===== src/hw/rtl/prqs_pkg.sv =====
`timescale 1ns / 1ps
// ----------------------------------------------------------------------------
// prqs_pkg
// Shared types and constants of the priority ready-queue scheduler.
// ----------------------------------------------------------------------------
package prqs_pkg;

  localparam int QUEUE_DEPTH_DEF = 16;
  localparam int LEVEL_BITS_DEF  = 8;

  localparam int FUNC_W   = 2;
  localparam int ID_W     = 4;
  localparam int NUM_IDS  = 1 << ID_W;
  localparam int PRIO_W   = 8;
  localparam int COUNT_W  = 5;
  localparam int ERR_W    = 2;

  typedef enum logic [FUNC_W-1:0] {
    FUNC_RESUME   = 2'd0,
    FUNC_SUSPEND  = 2'd1,
    FUNC_SET_PRIO = 2'd2,
    FUNC_SWITCH   = 2'd3
  } prqs_func_t;

  typedef enum logic [ERR_W-1:0] {
    ERR_OK         = 2'd0,
    ERR_READY      = 2'd1,
    ERR_NOT_QUEUED = 2'd2,
    ERR_FULL       = 2'd3
  } prqs_err_t;

  // controller to datapath
  typedef struct packed {
    logic      load;
    logic      start;
    logic      rm_en;
    logic      ins_en;
    logic      ins_cur;
    logic      pop;
    logic      set_level;
    logic      latch_out;
    prqs_err_t err;
  } prqs_cmd_t;

  // datapath to controller
  typedef struct packed {
    logic q_hit;
    logic run_hit;
    logic full;
    logic run_valid;
    logic done;
  } prqs_sts_t;

endpackage


===== src/hw/rtl/prqs_ctrl.sv =====
`timescale 1ns / 1ps
// ----------------------------------------------------------------------------
// prqs_ctrl
// Scheduler controller: decodes operations, runs the queue walk, owns handshakes.
// ----------------------------------------------------------------------------
module prqs_ctrl
  import prqs_pkg::*;
(
  input  logic              clk,
  input  logic              rst,
  input  logic              in_valid,
  output logic              in_ready,
  input  logic [FUNC_W-1:0] in_func,
  input  logic              in_cur,
  output logic              out_valid,
  input  logic              out_ready,
  input  prqs_sts_t         sts,
  output prqs_cmd_t         cmd
);

  typedef enum logic [1:0] {
    S_IDLE,
    S_DECODE,
    S_PASS,
    S_FINISH
  } state_t;

  state_t     state;
  prqs_func_t func;
  logic       cur;
  prqs_err_t  err;
  prqs_err_t  err_d;
  logic       accept;
  logic       out_free;

  assign in_ready = (state == S_IDLE);
  assign accept   = in_valid && in_ready;
  assign out_free = !out_valid || out_ready;

  always_comb begin
    cmd           = '0;
    cmd.err       = err;
    cmd.load      = accept;
    cmd.latch_out = (state == S_FINISH) && out_free;
    err_d         = ERR_OK;
    if (state == S_DECODE) begin
      unique case (func)
        FUNC_RESUME: begin
          if (sts.q_hit || sts.run_hit) begin
            err_d = ERR_READY;
          end else if (sts.full) begin
            err_d = ERR_FULL;
          end else begin
            cmd.start  = 1'b1;
            cmd.ins_en = 1'b1;
            // idle block starts the new task at once
            cmd.pop    = !sts.run_valid;
          end
        end
        FUNC_SUSPEND: begin
          if (cur) begin
            if (sts.run_valid) begin
              cmd.start = 1'b1;
              cmd.pop   = 1'b1;
            end else begin
              err_d = ERR_NOT_QUEUED;
            end
          end else if (sts.q_hit) begin
            cmd.start = 1'b1;
            cmd.rm_en = 1'b1;
          end else begin
            err_d = ERR_NOT_QUEUED;
          end
        end
        FUNC_SET_PRIO: begin
          if (cur) begin
            if (sts.run_valid) begin
              cmd.set_level = 1'b1;
            end else begin
              err_d = ERR_NOT_QUEUED;
            end
          end else if (sts.q_hit) begin
            cmd.start  = 1'b1;
            cmd.rm_en  = 1'b1;
            cmd.ins_en = 1'b1;
          end else begin
            err_d = ERR_NOT_QUEUED;
          end
        end
        FUNC_SWITCH: begin
          if (cur && sts.run_valid) begin
            if (sts.full) begin
              err_d = ERR_FULL;
            end else begin
              cmd.start   = 1'b1;
              cmd.ins_cur = 1'b1;
              cmd.pop     = 1'b1;
            end
          end else begin
            cmd.start = 1'b1;
            cmd.pop   = 1'b1;
          end
        end
        default: begin
          err_d = ERR_OK;
        end
      endcase
    end
  end

  always_ff @(posedge clk) begin
    if (rst) begin
      state     <= S_IDLE;
      out_valid <= 1'b0;
      err       <= ERR_OK;
    end else begin
      // a new word replaces the one taken in the same cycle
      if ((state == S_FINISH) && out_free) begin
        out_valid <= 1'b1;
      end else if (out_ready) begin
        out_valid <= 1'b0;
      end
      unique case (state)
        S_IDLE: begin
          if (accept) begin
            func  <= prqs_func_t'(in_func);
            cur   <= in_cur;
            state <= S_DECODE;
          end
        end
        S_DECODE: begin
          err   <= err_d;
          state <= cmd.start ? S_PASS : S_FINISH;
        end
        S_PASS: begin
          if (sts.done) begin
            state <= S_FINISH;
          end
        end
        S_FINISH: begin
          if (out_free) begin
            state <= S_IDLE;
          end
        end
        default: begin
          state <= S_IDLE;
        end
      endcase
    end
  end

  a_done_in_pass: assert property (@(posedge clk) disable iff (rst)
    sts.done |-> (state == S_PASS))
    else $error("walk finished outside of a pass");

  a_start_then_pass: assert property (@(posedge clk) disable iff (rst)
    cmd.start |=> (state == S_PASS))
    else $error("walk started without entering pass");

endmodule


===== config.mk =====
export PLATFORM = sky130hd
export DESIGN_NAME = prqs_ctrl
export DESIGN_NICKNAME = d
export VERILOG_FILES = /design/src/hw/rtl/prqs_pkg.sv /design/src/hw/rtl/prqs_ctrl.sv
export SDC_FILE = /design/constraint.sdc
export NUM_CORES = 1
export LEC_CHECK = 0
export BUFFER_PORTS_ARGS = -buffer_cell sky130_fd_sc_hd__buf_2
export CAP_MARGIN = 10
export CORE_UTILIZATION = 35
export CTS_CLUSTER_DIAMETER = 60
export DETAILED_ROUTE_END_ITERATION = 12
export PLACE_DENSITY = 0.6
export SKIP_CTS_REPAIR_TIMING = 1
export SYNTH_ARGS = -nofsm -noshare
export SYNTH_HDL_FRONTEND = slang
export SYNTH_SLANG_ARGS = --single-unit
export TNS_END_PERCENT = 30

===== constraint.sdc =====
create_clock -name clk -period 2.2 [get_ports clk]
set_input_delay 0.33 -clock clk [delete_from_list [all_inputs] [get_ports clk]]
set_output_delay 0.33 -clock clk [all_outputs]
set_load 0.05 [all_outputs]

==> impl_metrics.toml, run 1 <==
[outcome]
outcome = "finished, final reports clean"

[timing]
fin_skew_ns = 0.00246
hold_violations = 0
min_period_ns = 2.08
worstMarginPinSlew_ns = 0.436
setup_viol = 0
rsz0062_at_grt = "false"
finalCritPeriodShare = 0.944
fmax_mhz = 481
maxSlewHeadroom = 0.702
slew_viol_final = 0
whs_ns = 0.248

[layout]
drive_gt1_frac = 0.330
final_nets = 120
final_util = 0.513
area_growth_pct = 29.5
antenna_cells = 0
postLayoutCellArea_um2 = 818

[floorplanning]
design.die.area_um2 = 1980
die_w_um = 44.5
die_h_um = 44.5
start_util = 0.396
core_um2 = 1590
ios = 24
num_rows = 14

[clock_tree]
clk_path_buf_depth = 2
clk_pin_slew_ns = 0.05
cts_tree = "built"
clk_latency_ns = 0.25
ctsRootBufferMaster = "clkbuf_4"
cts_buffers = 3
h-tree-depth = 1
cts.sinks = 8

[flow_run]
max_cap_viol_count = 0

[grt]
first_global_vias = 469
grt_pass1_wl_um = 1970
grt.overflow.total = 0
grt_antenna_before_repair = 0
grt_max_degree = 10
track_usage = 0.139

[worst_hold_path]
hold_class = "in -> reg"
min_from = "in_func[1]"
whs_path_depth = 1
hold_path_end = "func[1]"

[synth]
postSynthNetCount = 92
yosysUniqueCellTypes = 29
synthTopCellsByArea = "ha_1, dfxtp_1, edfxtp_1"
syn_inst = 70
syn_area_per_cell_um2 = 9.03
synth_area_leader_cell = "ha_1"
ys_seq_area_frac = 0.301
synth_enable_flop_cells = 3
synth_area_um2 = 632
synth_most_common_cell = "ha_1"
ys_top_cells_by_count = "ha_1, inv_1, nor2_1"
synth_ff_type = "dfxtp_1"
async_flop_share = 0
yosys.area.top_type_share = 0.198
synth_warnings = 0
ys_ff_latch = 8

[critical_path]
rrSetupSlack_ns = 0.51
reg2reg_depth = 6
crit_path_end_kind = "output pin"
required_ns = 1.87
arrival_ns = 1.75
cp_max_fo = 3
r2r_end = "state[0]"
r2r_start = "state[0]"
start_kind = "flop"
crit_type = "reg -> out"

[routing]
dr_total_vias = 590
wl_per_cell_um = 10.3
totalWireLength_um = 1250
drc = 0
ant_nets = 0
via_per_inst = 4.88
drtIter0Drc = 8
first_pass_iters = 4

[pwr]
finalPower_mw = 0.892
p_per_area_nw_per_um2 = 1090
p_leak_nw = 0.395
ir_drop_uv = 594

[placement]
dpl_cell_area_um2 = 776
gp_congestion = 0.785
post-dp-hpwl_um = 963
io_buffer_count = 23
critical path: stages, from the launching register on:
cell and delay, ns:
edfxtp_1 0.39, inv_1 0.12, ha_1 0.19, and3_1 0.18
o21ai_0 0.08, a31oi_1 0.21, and2_1 0.17, buf_6 0.16
flip-flops by register name (all words and copies together) (netlist names):
register	count
out_valid	1
cur	1
err	2
state	2
func	2
worst max path at each step:
| stage | to | depth (start not counted) | from |
|---|---|---|---|
| floorplan | cmd[5] | 4 | state[1] |
| global placement | cmd[8] | 7 | func[1] |
| detailed placement | cmd[8] | 7 | func[1] |
| CTS | cmd[8] | 7 | func[1] |
| global route | cmd[8] | 7 | func[1] |
| finish | cmd[8] | 7 | func[1] |
cells in the final DEF, fill, tap and decap left out, types with 2 or more instances in the layout:
master / count
clkbuf_4: 3
nor2_1: 8
nor2b_1: 4
dfxtp_1: 5
and3_1: 2
edfxtp_1: 3
a31oi_1: 2
ha_1: 9
o21ai_0: 2
nor3_1: 2
a211oi_1: 3
and2_1: 2
nand3_1: 2
inv_1: 9
buf_2: 22
stage by stage:
stage	setup slack [ns]	setup TNS, ns	instances
floorplan	0.0611	0	70
global placement	0.285	0	116
detailed placement	0.255	0	116
CTS	-0.0348	-0.0348	120
global route	0.00132	0	121
finish	0.123	0	121
metal layers:
layer,vias up,routed length [µm],part of all wire,GRT usage
met1,266,580,0.46,0.163
met4,0,9,0.0072,0.0364
met5,-,0,0,0
li1,301,-,-,-
met3,2,89,0.071,0.0776
met2,21,569,0.46,0.221
cell type report:
class,instances,area (µm²)
Fill cell,162,776
Multi-Input combinational cell,52,409
Sequential cell,8,190
Timing Repair Buffer,24,129
Inverter,9,33.8
Tap cell,24,30.0
Clock buffer,4,26.3
logic make-up after synthesis:
kind of cell    after synthesis  share of synthesized area
fa+ha+maj                    10                      0.198
mux                           2                     0.0396
simple gates                 25                      0.226
compound gates               15                      0.170
flops                         8                      0.301
buf+inv                      10                     0.0653
power by group:
part,internal [mW],leakage [nW],switching [mW]
Sequential,0.198,0.0688,0.0333
Clock,0.0694,0.0150,0.0505
Combinational,0.192,0.312,0.349
Total,0.459,0.395,0.433
No activity file was read; power rests on OpenSTA's default activity.
==> run 2: changes to the inputs <==
==> constraint.sdc (replaced) <==
create_clock -name clk -period 2.27 [get_ports clk]
set_input_delay 0.3405 -clock clk [delete_from_list [all_inputs] [get_ports clk]]
set_output_delay 0.3405 -clock clk [all_outputs]
set_load 0.05 [all_outputs]
==> impl_metrics.toml, run 2 (same netlist as run 1, synthesis figures left out) <==
[outcome]
outcome = "finished, final reports clean"

[pwr]
p_per_area_nw_per_um2 = 1060
swShare = 0.487
ir_drop_uv = 575
p_leak_nw = 0.396
clock_power_share = 0.135
power_frac_seq = 0.260
p_sw_mw = 0.419
internal_power_mw = 0.442
pwr-share-comb = 0.605

[layout]
reg_top3 = "err (2), func (2), state (2)"
instances_no_fill = 121
final_nets = 120
drive_gt1_frac = 0.320
antenna_cells = 0
final_cell_mix = "buf_2, ha_1, inv_1"
final_util = 0.509
layout_commonest_cell = "buf_2"
area_growth_pct = 28.5

[timing]
hold_violations = 0
finalCritPeriodShare = 0.932
worstMarginPinSlew_ns = 0.437
slew_viol_final = 0
maxSlewHeadroom = 0.701
setup_viol = 0
whs_ns = 0.258
rsz0062_at_grt = "false"
fin_skew_ns = 0.00246
min_period_ns = 2.11
setup_tns_ns = 0
fmax_mhz = 473

[routing]
ant_nets = 0
wl_per_cell_um = 10.4
drc = 0
drtIter0Drc = 8
dr_total_vias = 600
totalWireLength_um = 1250
first_pass_iters = 5
via_per_inst = 4.96

[critical_path]
crit_path_end_kind = "output pin"
crit_family = "compound AO/OA/AOI/OAI gates"
rrSetupSlack_ns = 0.58
required_ns = 1.93
path_cells = "inv_1 > ha_1 > o31ai_1 > o21ai_0 > a31oi_1 > and2_1 > buf_4"
cp_max_fo = 5
critPathSlowestCell = "edfxtp_1"
crit_type = "reg -> out"
cpPeakStageDelay_ns = 0.37
start_kind = "flop"
path_buf_inv = 2
reg2reg_depth = 6
r2r_start = "state[0]"
arrival_ns = 1.77
r2r_end = "state[0]"

[grt]
grt_max_degree = 10
grt_pass1_wl_um = 1970
track_usage = 0.139
grt.overflow.total = 0
grt_antenna_before_repair = 0
first_global_vias = 469

[floorplanning]
core_um2 = 1590
num_rows = 14
die_h_um = 44.5
die_w_um = 44.5
start_util = 0.396
design.die.area_um2 = 1980
ios = 24

[clock_tree]
cts_buffers = 3
h-tree-depth = 1
clk_pin_slew_ns = 0.05
clk_latency_ns = 0.25
clk_path_buf_depth = 2
ctsRootBufferMaster = "clkbuf_4"
cts.sinks = 8
cts_tree = "built"

[placement]
post-dp-hpwl_um = 963
placed_cells = 116
io_buffer_count = 23
gp_congestion = 0.785

[flow_run]
max_cap_viol_count = 0

[worst_hold_path]
min_from = "in_func[1]"
hold_path_end = "func[1]"
hold_class = "in -> reg"
whs_path_depth = 1
-- run 2: cell types whose count changed in the layout (fill, tap and decap cells not counted) --
cell	previous run	this run
buf_4	1	2
buf_6	1	0
ha_1	9	10
ha_2	1	0
-- run 2: stage by stage --
step                instance area (µm²)  power, mW  worst slack [ns]
finish                              812      0.861             0.155
global route                        812      0.923           0.00255
CTS                                 802      0.864            0.0247
detailed placement                  776      0.741             0.315
global placement                    776      0.743             0.345
floorplan                           638      0.652             0.121
-- run 2: worst register-to-register path, stage by stage, from the launching register on --
cell     delay, ns
dfxtp_1       0.38
inv_1         0.11
ha_1          0.24
nor2b_1       0.14
a221o_1       0.31
mux2_4        0.31
o22ai_1       0.14
-- run 2: how the worst max path moves through the flow --
stage	startpoint	slack (ns)	to	cells after the start
6_report	func[0]	0.16	cmd[8]	7
5_1_grt	func[0]	0.003	cmd[8]	7
4_1_cts	func[1]	0.02	cmd[8]	7
3_5_place_dp	func[1]	0.31	cmd[8]	7
3_3_place_gp	func[1]	0.34	cmd[8]	7
2_1_floorplan	state[1]	0.12	cmd[5]	4
-- run 2: power groups by stage --
stage	clock (mW)	combinational [mW]	sequential [mW]
6_report	0.116	0.521	0.224
5_1_grt	0.129	0.563	0.231
4_1_cts	0.123	0.516	0.225
3_5_place_dp	0	0.513	0.228
3_3_place_gp	0	0.516	0.227
2_1_floorplan	0	0.374	0.278
-- run 2: routing by layer --
| layer | track usage | wire length [µm] | up-vias |
|---|---|---|---|
| met1 | 0.163 | 577 | 270 |
| li1 | - | - | 302 |
| met3 | 0.0776 | 99 | 2 |
| met2 | 0.221 | 568 | 26 |
| met4 | 0.0364 | 9 | 0 |
| met5 | 0 | 0 | - |
-- run 2: layout make-up --
| class | instances | area [µm²] |
|---|---|---|
| inverters | 9 | 33.8 |
| multi-input cells | 52 | 407 |
| clock buffers | 4 | 26.3 |
| fillers | 163 | 782 |
| flip-flops and latches | 8 | 190 |
| repair buffers | 24 | 125 |
| well taps | 24 | 30.0 |
