$ cat config.mk
export PLATFORM = sky130hd
export DESIGN_NAME = prqs_dp
export DESIGN_NICKNAME = d
export VERILOG_FILES = /design/src/hw/rtl/prqs_pkg.sv /design/src/hw/rtl/prqs_dp.sv
export SDC_FILE = /design/constraint.sdc
export NUM_CORES = 1
export LEC_CHECK = 0
export BUFFER_PORTS_ARGS = -buffer_cell sky130_fd_sc_hd__buf_2
export CORE_AREA = 2 2 164 198
export CTS_BUF_LIST = sky130_fd_sc_hd__clkbuf_8
export DETAILED_ROUTE_END_ITERATION = 6
export DIE_AREA = 0 0 166 200
export PLACE_DENSITY = 0.65
export SYNTH_ARGS = -nofsm -noshare
export SYNTH_HDL_FRONTEND = slang
export SYNTH_SLANG_ARGS = --single-unit
$ cat constraint.sdc
create_clock -name clk -period 10.6 [get_ports clk]
set_clock_uncertainty 0.15 [all_clocks]
set_input_delay 3.18 -clock clk [delete_from_list [all_inputs] [get_ports clk]]
set_output_delay 3.18 -clock clk [all_outputs]
set_load 0.05 [all_outputs]
$ cat src/hw/rtl/prqs_pkg.sv
`timescale 1ns / 1ps
// ----------------------------------------------------------------------------
// prqs_pkg
// Shared types and constants of the priority ready-queue scheduler.
// ----------------------------------------------------------------------------
package prqs_pkg;

  localparam int QUEUE_DEPTH_DEF = 16;
  localparam int LEVEL_BITS_DEF  = 8;

  localparam int FUNC_W   = 2;
  localparam int ID_W     = 4;
  localparam int NUM_IDS  = 1 << ID_W;
  localparam int PRIO_W   = 8;
  localparam int COUNT_W  = 5;
  localparam int ERR_W    = 2;

  typedef enum logic [FUNC_W-1:0] {
    FUNC_RESUME   = 2'd0,
    FUNC_SUSPEND  = 2'd1,
    FUNC_SET_PRIO = 2'd2,
    FUNC_SWITCH   = 2'd3
  } prqs_func_t;

  typedef enum logic [ERR_W-1:0] {
    ERR_OK         = 2'd0,
    ERR_READY      = 2'd1,
    ERR_NOT_QUEUED = 2'd2,
    ERR_FULL       = 2'd3
  } prqs_err_t;

  // controller to datapath
  typedef struct packed {
    logic      load;
    logic      start;
    logic      rm_en;
    logic      ins_en;
    logic      ins_cur;
    logic      pop;
    logic      set_level;
    logic      latch_out;
    prqs_err_t err;
  } prqs_cmd_t;

  // datapath to controller
  typedef struct packed {
    logic q_hit;
    logic run_hit;
    logic full;
    logic run_valid;
    logic done;
  } prqs_sts_t;

endpackage

$ cat src/hw/rtl/prqs_dp.sv
`timescale 1ns / 1ps
// ----------------------------------------------------------------------------
// prqs_dp
// Scheduler datapath: sorted queue memory, running task, queue walk unit.
// ----------------------------------------------------------------------------
module prqs_dp
  import prqs_pkg::*;
#(
  parameter int QUEUE_DEPTH = QUEUE_DEPTH_DEF,
  parameter int LEVEL_BITS  = LEVEL_BITS_DEF
) (
  input  logic               clk,
  input  logic               rst,
  input  prqs_cmd_t          cmd,
  output prqs_sts_t          sts,
  input  logic [ID_W-1:0]    task_id,
  input  logic [PRIO_W-1:0]  prio,
  output logic [ID_W-1:0]    current_task,
  output logic               current_valid,
  output logic [PRIO_W-1:0]  current_level,
  output logic               preempt_request,
  output logic [COUNT_W-1:0] ready_count,
  output logic [ERR_W-1:0]   error_code
);

  localparam int AW = $clog2(QUEUE_DEPTH);
  localparam int CW = $clog2(QUEUE_DEPTH + 1);
  localparam int LW = LEVEL_BITS;

  logic [ID_W-1:0] mem_id  [QUEUE_DEPTH];
  logic [LW-1:0]   mem_lvl [QUEUE_DEPTH];
  logic [ID_W-1:0] rd_id;
  logic [LW-1:0]   rd_lvl;

  logic [ID_W-1:0]    req_id;
  logic [LW-1:0]      req_lvl;
  logic [CW-1:0]      len;
  logic [ID_W-1:0]    run_id;
  logic [LW-1:0]      run_lvl;
  logic               run_v;
  logic [LW-1:0]      head_lvl;
  logic [NUM_IDS-1:0] queued;
  logic [NUM_IDS-1:0] queued_next;

  logic            busy;
  logic [CW-1:0]   rd_ptr;
  logic            rvalid;
  logic [CW-1:0]   in_len;
  logic [CW-1:0]   out_cnt;
  logic            hold_v;
  logic [ID_W-1:0] hold_id;
  logic [LW-1:0]   hold_lvl;
  logic            ins_pend;
  logic [ID_W-1:0] ins_id;
  logic [LW-1:0]   ins_lvl;
  logic            rm_en;
  logic [ID_W-1:0] rm_id;
  logic            pop_en;

  logic            hold_v_next;
  logic [ID_W-1:0] hold_id_next;
  logic [LW-1:0]   hold_lvl_next;
  logic            ins_pend_next;
  logic            rd_go;
  logic            exhausted;
  logic            e_v;
  logic            emit_v;
  logic [ID_W-1:0] emit_id;
  logic [LW-1:0]   emit_lvl;
  logic            cap;
  logic            we;
  logic [CW-1:0]   widx_full;
  logic [AW-1:0]   widx;
  logic [AW-1:0]   rd_addr;
  logic            done;

  assign rd_go     = busy && (rd_ptr < in_len);
  assign exhausted = busy && (rd_ptr == in_len) && !rvalid;
  assign e_v       = rvalid && !(rm_en && (rd_id == rm_id));
  assign rd_addr   = rd_ptr[AW-1:0];

  // merge the insert word into the walked stream; hold keeps the word it displaced
  always_comb begin
    emit_v        = 1'b0;
    emit_id       = hold_id;
    emit_lvl      = hold_lvl;
    hold_v_next   = hold_v;
    hold_id_next  = hold_id;
    hold_lvl_next = hold_lvl;
    ins_pend_next = ins_pend;
    if (busy) begin
      if (hold_v) begin
        emit_v        = 1'b1;
        hold_v_next   = e_v;
        hold_id_next  = rd_id;
        hold_lvl_next = rd_lvl;
      end else if (ins_pend && ((e_v && (rd_lvl > ins_lvl)) || exhausted)) begin
        emit_v        = 1'b1;
        emit_id       = ins_id;
        emit_lvl      = ins_lvl;
        ins_pend_next = 1'b0;
        hold_v_next   = e_v;
        hold_id_next  = rd_id;
        hold_lvl_next = rd_lvl;
      end else if (e_v) begin
        emit_v   = 1'b1;
        emit_id  = rd_id;
        emit_lvl = rd_lvl;
      end
    end
  end

  assign done      = exhausted && !hold_v && !ins_pend;
  assign cap       = emit_v && pop_en && (out_cnt == '0);
  assign we        = emit_v && !cap;
  assign widx_full = out_cnt - CW'(pop_en);
  assign widx      = widx_full[AW-1:0];

  always_comb begin
    queued_next = queued;
    if (cmd.start) begin
      if (cmd.rm_en) begin
        queued_next[req_id] = 1'b0;
      end
      if (cmd.ins_en) begin
        queued_next[req_id] = 1'b1;
      end
      if (cmd.ins_cur) begin
        queued_next[run_id] = 1'b1;
      end
    end
    if (cap) begin
      queued_next[emit_id] = 1'b0;
    end
  end

  always_ff @(posedge clk) begin
    if (we) begin
      mem_id[widx]  <= emit_id;
      mem_lvl[widx] <= emit_lvl;
    end
    rd_id  <= mem_id[rd_addr];
    rd_lvl <= mem_lvl[rd_addr];
  end

  always_ff @(posedge clk) begin
    if (rst) begin
      busy     <= 1'b0;
      rvalid   <= 1'b0;
      hold_v   <= 1'b0;
      ins_pend <= 1'b0;
      len      <= '0;
      run_id   <= '0;
      run_lvl  <= '0;
      run_v    <= 1'b1;
      queued   <= '0;
    end else begin
      queued <= queued_next;
      if (cmd.set_level) begin
        run_lvl <= req_lvl;
      end
      if (cmd.start) begin
        busy     <= 1'b1;
        rd_ptr   <= '0;
        rvalid   <= 1'b0;
        out_cnt  <= '0;
        hold_v   <= 1'b0;
        in_len   <= len;
        ins_pend <= cmd.ins_en || cmd.ins_cur;
        ins_id   <= cmd.ins_cur ? run_id : req_id;
        ins_lvl  <= cmd.ins_cur ? run_lvl : req_lvl;
        rm_en    <= cmd.rm_en;
        rm_id    <= req_id;
        pop_en   <= cmd.pop;
        if (cmd.pop) begin
          run_v <= 1'b0;
        end
      end else if (busy) begin
        rvalid   <= rd_go;
        hold_v   <= hold_v_next;
        hold_id  <= hold_id_next;
        hold_lvl <= hold_lvl_next;
        ins_pend <= ins_pend_next;
        if (rd_go) begin
          rd_ptr <= rd_ptr + 1'b1;
        end
        if (emit_v) begin
          out_cnt <= out_cnt + 1'b1;
        end
        if (cap) begin
          run_id  <= emit_id;
          run_lvl <= emit_lvl;
          run_v   <= 1'b1;
        end
        if (we && (widx == '0)) begin
          head_lvl <= emit_lvl;
        end
        if (done) begin
          busy <= 1'b0;
          len  <= out_cnt - CW'(pop_en && (out_cnt != '0));
        end
      end
    end
  end

  always_ff @(posedge clk) begin
    if (cmd.load) begin
      req_id  <= task_id;
      req_lvl <= LW'(prio);
    end
    if (cmd.latch_out) begin
      current_task    <= run_v ? run_id : '0;
      current_valid   <= run_v;
      current_level   <= run_v ? PRIO_W'(run_lvl) : '0;
      preempt_request <= run_v && (len != '0) && (head_lvl < run_lvl);
      ready_count     <= COUNT_W'(len);
      error_code      <= cmd.err;
    end
  end

  assign sts.q_hit     = queued[req_id];
  assign sts.run_hit   = run_v && (run_id == req_id);
  assign sts.full      = (len == CW'(QUEUE_DEPTH));
  assign sts.run_valid = run_v;
  assign sts.done      = busy && done;

  a_len_bound: assert property (@(posedge clk) disable iff (rst)
    len <= CW'(QUEUE_DEPTH))
    else $error("queue length beyond depth");

  a_map_matches_len: assert property (@(posedge clk) disable iff (rst)
    !busy |-> ($countones(queued) == int'(len)))
    else $error("id map disagrees with queue length");

  a_write_behind_read: assert property (@(posedge clk) disable iff (rst)
    we |-> (widx_full <= rd_ptr))
    else $error("queue write overtook the read pointer");

  a_idle_empty: assert property (@(posedge clk) disable iff (rst)
    (!busy && !run_v) |-> (len == '0))
    else $error("idle with tasks still queued");

endmodule

==> run_results.csv <==
group,metric,value,unit
clock_network,root_buffer,"clkbuf_8",
global_routing,antenna_found_initial,0,
yosys,yosys_warnings,0,
clock_network,clk_path_buf_depth,3,
route,firstDrtPassIters,4,
yosys,syn_inst,879,
worst_hold_path,holdCritPathClass,"flip-flop to flip-flop",
yosys,synth_top_cell_area_share,0.5992,
sta,rsz0062_at_grt,"no",
clock_network,ctsResizeCount,0,
yosys,syn_nets,930,
die,die-width,166,microns
yosys,ys_ff_latch,328,
route,wire_per_inst,21.18,microns
finish,antenna_cells,0,
clock_network,clock_latency,0.60,ns
die,io_pins,50,
yosys,syn_area_per_cell,15.85,sq um
route,wl,29800,microns
setup_path,startpoint_type,"flip-flop",
yosys,synth_cell_type_count,69,
clock_network,holdBufCountCts,0,
die,die_h,200,microns
setup_path,worstSetupPathType,"flip-flop to output port",
placement,io_buffer_count,49,
clock_network,cts.clk_slew.worst_paths,0.06,ns
run,cap_violations,0,
clock_network,cts_max_level,2,
global_routing,grt_use_total,0.1829,
die,die_area,0.03320,sq mm
sta,setup_ws,4.131,ns
die,initial_core_util,0.4468,
finish,area_growth,13.01,%
route,first_iter_violations,568,
yosys,synth_area_leaders,"edfxtp_1, mux4_2, dfxtp_1, ha_1, nor2_1",
yosys,yosys_most_used_dff,"edfxtp_1",
finish,drive_above_1_share,0.2575,
sta,fin_crit,6.469,ns
sta,slew_headroom,0.1801,
route,vias_per_cell,5.640,
die,num_rows,71,
pwr,powerDensity,168.7,mW/mm^2
yosys,synth_most_common_cell,"edfxtp_1",
clock_network,postCtsSetupBuffers,0,
die,core_area,0.03118,sq mm
setup_path,critical_path_required,7.27,ns
clock_network,tritoncts,"yes",
setup_path,cp-end-kind,"output port",
clock_network,cts_sinks,328,
clock_network,cts_buffers,51,
finish,nets,1015,
placement,dpl.cell_count,1311,
route,num_vias,7935,
setup_path,worstPathMaxFanout,52,
global_routing,grt_pass1_vias,8196,
finish,fin_cells,1407,
sta,hold_ws,0.3118,ns
placement,dp_hpwl,19360,microns
yosys,yosysSeqAreaShare,0.6710,
setup_path,cpPeakStageDelay,0.78,ns
yosys,async_flop_share,0,
global_routing,grt_pass1_wl,47040,microns
placement,place_ws,4.704,ns
yosys,synth_enable_flop_cells,278,
setup_path,arrival,3.14,ns
pwr,p_leak,5.433,nW
global_routing,grt_overflow,0,
sta,worst_pin_slew,1.230,ns
sta,slew_viol_final,0,
sta,max_freq,0.1546,GHz
setup_path,path_cells,"buf_4, inv_1, ha_1, nand2_1, nor3_4, nand2_1, inv_1, buf_2",
yosys,netlist_top_cells_count,"edfxtp_1, nor2_1, mux4_2",
setup_path,crit_path_top_delay_cell,"buf_4",
global_routing,grt_max_degree,53,
pwr,power,2.656,mW
route,ant_nets,0,
yosys,yosysTopAreaCell,"edfxtp_1",
yosys,synthesis.area,0.01393,sq mm
status,status,"completed",
sta,finalSetupTns,0,ns
pwr,vdd_drop_max,0.1226,mV
sta,hold_viol,0,
sta,post-route-period-util,0.6103,
route,drcViolationCount,0,
sta,setup_violations,0,
placement,place.gp.congestion,0.8419,
metal layers:
layer | wire length [microns] | GRT usage
met1 | 12380 | 0.2295
met5 | 0 | 0
met2 | 15290 | 0.3249
met3 | 1472 | 0.03352
met4 | 660 | 0.05765
power by group:
group / switching [mW] / internal [mW] / leakage [nW] / total (mW)
logic: 0.0996 / 0.0699 / 1.87 / 0.169
clock network: 0.488 / 0.553 / 0.595 / 1.04
registers: 0.0273 / 1.42 / 2.97 / 1.45
total: 0.615 / 2.04 / 5.43 / 2.66
worst max-delay path: cells and delay by family (launching register included):
kind,cells,cell delay [ns]
flops,1,0.32
buf+inv,4,1.25
fa+ha+maj,1,0.34
simple gates,3,0.61
layout make-up:
type	instances	area, sq um
clock inverter	37	217.7
fill	2588	15440
inverter	34	127.6
multi-input combinational	472	4295
sequential	328	9349
clock buffer	58	798.3
timing repair buffer	77	455.4
tap	401	501.7
logic make-up (layout without fill, tap and decap cells):
logic type / Yosys count / in the layout / synth area share
compound gates: 137 / 137 / 0.07158
xor+xnor: 21 / 21 / 0.01320
fa+ha+maj: 27 / 27 / 0.02425
buf+inv: 79 / 206 / 0.02308
flops: 328 / 328 / 0.6710
mux: 93 / 93 / 0.1269
simple gates: 194 / 194 / 0.06996
flip-flops by register name, summed over array words and instances (netlist names), 8 cells and up:
signal and cells:
queued 16, head_lvl 8, run_lvl 8, mem_lvl 128, rd_lvl 8, hold_lvl 8, current_level 8, req_lvl 8
mem_id 64, ins_lvl 8
cells in the final DEF, fill, tap and decap left out, types with 6 or more instances in the layout:
| master | synthesis | final |
|---|---|---|
| nand3_1 | 12 | 12 |
| clkbuf_8 | 0 | 58 |
| edfxtp_1 | 278 | 278 |
| mux4_2 | 65 | 65 |
| nor3b_1 | 10 | 10 |
| xnor2_1 | 10 | 10 |
| clkinv_1 | 0 | 7 |
| nor3_1 | 11 | 11 |
| o22ai_1 | 16 | 16 |
| xor2_1 | 11 | 11 |
| nor2b_1 | 6 | 6 |
| ha_1 | 27 | 27 |
| mux2i_1 | 9 | 9 |
| a21oi_1 | 47 | 45 |
| and2_1 | 15 | 15 |
| a41oi_1 | 12 | 12 |
| nand2b_1 | 10 | 10 |
| nor2_1 | 73 | 72 |
| inv_1 | 31 | 49 |
| dfxtp_1 | 50 | 50 |
| buf_4 | 2 | 28 |
| mux2_2 | 17 | 17 |
| buf_2 | 8 | 49 |
| nand2_1 | 31 | 31 |
| clkinv_2 | 0 | 7 |
| a21o_1 | 9 | 9 |
path summary, 6_finish.rpt:
path,startpoint,to,slack (ns),cells past startpoint
setup / recovery,rd_ptr[0],sts[0],4.13,8
hold / removal,rd_lvl[0],hold_lvl[0],0.31,0
setup reg to reg,rd_ptr[0],mem_lvl[14][5],6.29,8
hold reg to reg,rd_lvl[0],hold_lvl[0],0.31,0
through the flow:
| step | area, sq um | utilization |
|---|---|---|
| after floorplan | 13930 | - |
| after global placement | 14710 | 0.4719 |
| after detailed placement | 14710 | 0.4719 |
| after CTS | 15730 | 0.5045 |
| after global routing | 15750 | 0.5050 |
| final | 15750 | 0.5050 |
Note: power is estimated with default switching activity, not from simulation.
